$ cat src/rtl/pis_pkg.sv
// pis_pkg: shared widths, constants, config register indexes, the arctangent
// table and the word type passed along the CORDIC cell chain.
// No dependencies.
package pis_pkg;

  localparam int COORD_W    = 16;
  localparam int DIFF_W     = 17;
  localparam int SQ_W       = 2 * DIFF_W;
  localparam int DIST_W     = SQ_W + 1;
  localparam int RADIUS_W   = 15;
  localparam int R2_W       = 2 * RADIUS_W;
  localparam int ANGLE_W    = 15;
  localparam int XY_W       = 40;
  localparam int Z_W        = 24;
  localparam int FRAC_SH    = 8;
  localparam int PRESCALE_SH = 20;
  localparam int ATAN_LEN   = 24;
  localparam int CFG_IDX_W  = 3;
  localparam int CFG_DATA_W = 16;

  localparam logic [ANGLE_W-1:0]    FULL_CIRCLE = 15'd23040;
  localparam logic signed [Z_W-1:0] HALF_FINE   = 24'sd2949120;
  localparam logic signed [Z_W-1:0] FULL_FINE   = 24'sd5898240;
  localparam logic signed [Z_W-1:0] ROUND_HALF  = 24'sd128;

  typedef enum logic [CFG_IDX_W-1:0] {
    CFG_CENTER_X    = 3'd0,
    CFG_CENTER_Y    = 3'd1,
    CFG_RADIUS      = 3'd2,
    CFG_START_ANGLE = 3'd3,
    CFG_END_ANGLE   = 3'd4
  } cfg_idx_t;

  typedef struct packed {
    logic                  valid;
    logic                  hit;
    logic                  origin;
    logic signed [XY_W-1:0] x;
    logic signed [XY_W-1:0] y;
    logic signed [Z_W-1:0]  z;
  } cordic_t;

  // atan(2^-i) in 1/16384 degree, rounded
  function automatic logic signed [Z_W-1:0] atan_fine(input int idx);
    logic signed [Z_W-1:0] v;
    case (idx)
      0:  v = 24'sd737280;
      1:  v = 24'sd435242;
      2:  v = 24'sd229970;
      3:  v = 24'sd116736;
      4:  v = 24'sd58595;
      5:  v = 24'sd29326;
      6:  v = 24'sd14667;
      7:  v = 24'sd7334;
      8:  v = 24'sd3667;
      9:  v = 24'sd1833;
      10: v = 24'sd917;
      11: v = 24'sd458;
      12: v = 24'sd229;
      13: v = 24'sd115;
      14: v = 24'sd57;
      15: v = 24'sd29;
      16: v = 24'sd14;
      17: v = 24'sd7;
      18: v = 24'sd4;
      19: v = 24'sd2;
      20: v = 24'sd1;
      default: v = 24'sd0;
    endcase
    return v;
  endfunction

endpackage

$ cat src/rtl/pis_front.sv
// pis_front: offset from center, radius test and CORDIC preload (3 stages).
// Depends on pis_pkg.
module pis_front (
  input  logic                               clk,
  input  logic                               rst_n,
  input  logic                               en,
  input  logic                               in_valid,
  input  logic signed [pis_pkg::COORD_W-1:0] point_x,
  input  logic signed [pis_pkg::COORD_W-1:0] point_y,
  input  logic signed [pis_pkg::COORD_W-1:0] center_x,
  input  logic signed [pis_pkg::COORD_W-1:0] center_y,
  input  logic [pis_pkg::RADIUS_W-1:0]       radius,
  output pis_pkg::cordic_t                   out_word
);
  import pis_pkg::*;

  logic                     v0_r, v1_r;
  logic signed [DIFF_W-1:0] dx_r, dy_r;
  logic signed [SQ_W-1:0]   dx_sq, dy_sq;
  logic [SQ_W-1:0]          dx2_r, dy2_r;
  logic [R2_W-1:0]          r2_r;
  logic                     rzero_r, origin_r;
  logic signed [XY_W-1:0]   sx, sy, x_nxt, y_nxt, x1_r, y1_r;
  logic signed [Z_W-1:0]    z_nxt, z1_r;
  logic [DIST_W-1:0]        dist2;
  cordic_t                  out_r;

  assign dx_sq = dx_r * dx_r;
  assign dy_sq = dy_r * dy_r;
  assign sx = XY_W'(dx_r) <<< PRESCALE_SH;
  assign sy = XY_W'(dy_r) <<< PRESCALE_SH;

  always_comb begin
    if (dx_r < 0) begin
      x_nxt = -sx;
      y_nxt = -sy;
      z_nxt = HALF_FINE;
    end else begin
      x_nxt = sx;
      y_nxt = sy;
      z_nxt = '0;
    end
  end

  assign dist2 = {1'b0, dx2_r} + {1'b0, dy2_r};

  always_ff @(posedge clk) begin
    if (!rst_n) begin
      v0_r        <= 1'b0;
      v1_r        <= 1'b0;
      out_r.valid <= 1'b0;
    end else if (en) begin
      v0_r        <= in_valid;
      v1_r        <= v0_r;
      out_r.valid <= v1_r;
    end
    if (en) begin
      dx_r     <= DIFF_W'(point_x) - DIFF_W'(center_x);
      dy_r     <= DIFF_W'(point_y) - DIFF_W'(center_y);
      dx2_r    <= unsigned'(dx_sq);
      dy2_r    <= unsigned'(dy_sq);
      r2_r     <= radius * radius;
      rzero_r  <= (radius == '0);
      origin_r <= (dx_r == '0) && (dy_r == '0);
      x1_r     <= x_nxt;
      y1_r     <= y_nxt;
      z1_r     <= z_nxt;
      out_r.hit    <= !rzero_r && (dist2 <= DIST_W'(r2_r));
      out_r.origin <= origin_r;
      out_r.x      <= x1_r;
      out_r.y      <= y1_r;
      out_r.z      <= z1_r;
    end
  end

  assign out_word = out_r;
endmodule

$ cat config.mk
export PLATFORM = sky130hd
export DESIGN_NAME = pis_front
export DESIGN_NICKNAME = d
export VERILOG_FILES = /design/src/rtl/pis_pkg.sv /design/src/rtl/pis_front.sv
export SDC_FILE = /design/constraint.sdc
export NUM_CORES = 2
export LEC_CHECK = 0
export BUFFER_PORTS_ARGS = -buffer_cell sky130_fd_sc_hd__buf_2
export CAP_MARGIN = 20
export CELL_PAD_IN_SITES_DETAIL_PLACEMENT = 1
export CELL_PAD_IN_SITES_GLOBAL_PLACEMENT = 1
export CORE_MARGIN = 1
export CORE_UTILIZATION = 51
export CTS_CLUSTER_DIAMETER = 30
export CTS_CLUSTER_SIZE = 28
export DETAILED_ROUTE_END_ITERATION = 6
export GPL_TIMING_DRIVEN = 0
export PLACE_DENSITY_LB_ADDON = 0.1
export SETUP_SLACK_MARGIN = 0.3
export SYNTH_ARGS = -nofsm -noshare
export SYNTH_HDL_FRONTEND = slang
export SYNTH_SLANG_ARGS = --single-unit
$ cat constraint.sdc
create_clock -name clk -period 8.2 [get_ports clk]
set_input_delay 0.41 -clock clk [delete_from_list [all_inputs] [get_ports clk]]
set_output_delay 0.41 -clock clk [all_outputs]
set_load 0.1 [all_outputs]
==> results.md <==
- Setup total negative slack: 0 ns
- Pre-Repair DR Iteration Count: 5
- Per-cell routed wire length: between 15 and 20 microns
- Worst Path Max Fanout: 10
- Routed WL: between 90 and 100 mm
- Top cells by area, synth: fa_1 (36%), edfxtp_1 (17%), ha_1 (13%)
- Num CTS Buffers: between 60 and 70
- Cell family with most CP delay: adder cells
- Worst-Skew Late Latency: around 0.61 ns
- DRT antenna net count: 0
- Number of library cell types mapped by synthesis: 69
- Placed Instances: ~4900
- Vias in the first global route: 30063
- Critical Path Most Common Cell: fa_1
- Worst Path Arrival: approximately 8.0 ns
- GRT Total Usage: 27.34%
- HP Class: in -> reg
- Reg clk slew, reported paths: roughly 0.04 ns
- Crit path largest cell delay: 0.64 ns
- Slew of the pin with the lowest slew margin: ~1.1 ns
- FP Rows: just under 100
- Yosys top cell by area: fa_1
- Layout Nets: slightly above 5000
- Clock Tree Buf Depth: 3
- Post-DP HPWL: approximately 78 mm
- Sequential Area: 6456 sq um
- 1st-iter DRT viols: between 1000 and 1500
- Commonest non-fill, non-tap cells in the layout: inv_1 (959), fa_1 (674), ha_1 (378)
- Clock Sink Count: around 220
- Htree depth: 3
- Endpoint class of the critical path: flop
- IO Count: 190
- Mean Syn Cell Area: 9.872 sq um
- Min cycle time layout: about 7.6 ns
- Max frequency: about 130 MHz
- Period utilization: 92.81%
- Commonest non-fill, non-tap cell in the layout: inv_1
- Synthesized flop and latch total: roughly 220
- Die H: 272.1 microns
- Critical Path Slowest Stage Cell: clkbuf_1
- Max_cap viols: 0
- GP Congestion: slightly below 0.9
- Vias: about 26000
- Area of the multi-input gates: 26550 sq um
- Synth top area share: approximately 36%
- Setup-failing EPs final: 0
- Die W: about 270 microns
- Max-slew headroom: 26.53%
- Synth Instances: about 3800
- Initial core utilization: 51.80%
- Seq/Total Area, Yosys: between 10% and 20%
- Fillcell total: about 8200
- Non-filler cells in the finished layout: 5031
- Core box area: roughly 72000 sq um
- Area Overhead vs Synth: 11.66%
- CTS tree: yes
- Crit path kind: reg -> reg
- Number of flops mapped to enable cells by yosys: between 200 and 250
- Ys Warns: 0
- Die area: about 74000 sq um
- Initial antenna violation count: 0
- Port Buf Inserts: around 130
- WP buf/inv: 7
- Fraction of layout instances using a drive strength above 1: just under 9%
- WP data required: approximately 8.5 ns
- Synth Cell Area: about 37000 sq um
- Clock root buffer: clkbuf_16
- Cell Chain, Critical Path: clkbuf_1 -> clkbuf_1 -> nand2_1 -> fa_1 -> inv_1 -> fa_1 -> inv_1 -> fa_1 -> inv_1 -> fa_1 -> fa_1 -> inv_1 -> fa_1 -> inv_1 -> ha_1 -> and3_1 -> and3_1 -> a21o_1 -> a221o_1 -> a311oi_2 -> nor3_1 -> nor3b_1 -> xnor2_1
- Remaining DRCs: 0
- Final count of pins violating max slew: 0
- Fin. Hold Viols: 0
- FFs w/ async S/R, synth: 0%
- Remaining Overflow, GRT: 0
- Clock skew: around 0.035 ns
- Largest net degree at the start of global routing: about 120
- CP startpoint kind: flop
- RSZ-0062 raised after global routing: yes
- Via density: between 5 and 6
- Ys flop type: edfxtp_1
- Status: finished, final reports clean
- First-pass GRT wire length: 157.3 mm
synthesized netlist by cell type (36+ instances only):
master    instances
inv_1           960
fa_1            674
nand3_1          36
buf_4            63
o21ai_0          70
clkbuf_1         88
xnor2_1         156
and2_1          137
nand2_1         279
ha_1            378
a21o_1           52
nor2_1          176
a21oi_1         114
edfxtp_1        213
xor2_1           43
final cells by class:
class | count | area share (%)
antenna | 1 | 0.006022
buffer | 154 | 2.068
clock buffer | 79 | 4.191
clock inverter | 38 | 0.9635
inverter | 967 | 8.747
multi-input combinational | 2492 | 63.89
sequential | 216 | 15.54
tap | 950 | 2.860
timing repair buffer | 134 | 1.734
flip-flops by register name (all words and copies together) (netlist names):
name      cells
dx2_r        33
dx_r         17
dy2_r        33
dy_r         17
origin_r      1
out_word     44
r2_r         29
rzero_r       1
v0_r          1
v1_r          1
x1_r         19
y1_r         19
z1_r          1
layer usage:
metal / vias up / share of wire [%] / track usage, %
li1: 12065 / - / -
met4: 0 / 3.5 / 9.551
met1: 13648 / 41 / 34.13
met2: 479 / 51 / 48.79
met5: - / 0 / 0
met3: 188 / 3.7 / 3.341
worst paths after layout:
path / start / endpoint / slack, ns / depth (start not counted)
worst max-delay path: dx_r[9]$_DFFE_PP_ / dx2_r[30]$_DFFE_PP_ / 0.59 / 23
worst min-delay path: rst_n / out_word[106]$_SDFFE_PN0P_ / 0.07 / 2
worst max register to register: dx_r[9]$_DFFE_PP_ / dx2_r[30]$_DFFE_PP_ / 0.59 / 23
worst min register to register: y1_r[35]$_DFFE_PP_ / out_word[59]$_DFFE_PP_ / 0.41 / 0
cell families after synthesis:
| group | share of synthesized area [%] |
|---|---|
| buffers and inverters | 11.95 |
| DFF | 17.35 |
| xor gates and xnor gates | 4.683 |
| AOI/OAI and AO/OA | 6.804 |
| other | 0.01008 |
| and+or+nand+nor | 10.05 |
| muxes | 0.1950 |
| adders and majority gates | 48.96 |
timing repair:
action	4_1_cts	5_1_grt
endpoints found under the hold margin	0	0
gates resized for setup	21	32
buffers inserted	1	2
setup endpoints to repair	21	12
hold buffers	0	0
pin swaps	0	0
metrics by stage:
step | util [%] | area [sq um] | hold slack [ns] | setup WS [ns]
6_report | 57.83 | 41560 | 0.07240 | 0.5893
5_1_grt | 57.83 | 41550 | 0.06067 | 0.2570
4_1_cts | 57.77 | 41510 | 0.04131 | 0.3132
3_5_place_dp | 54.74 | 39330 | 0.4052 | -0.7183
3_3_place_gp | 54.66 | 39280 | 0.4016 | -0.5752
2_1_floorplan | - | 37440 | 0.4003 | 1.483
Power is not shown: default switching activity piles up to over one toggle a cycle in this logic, so the estimate is an artifact.
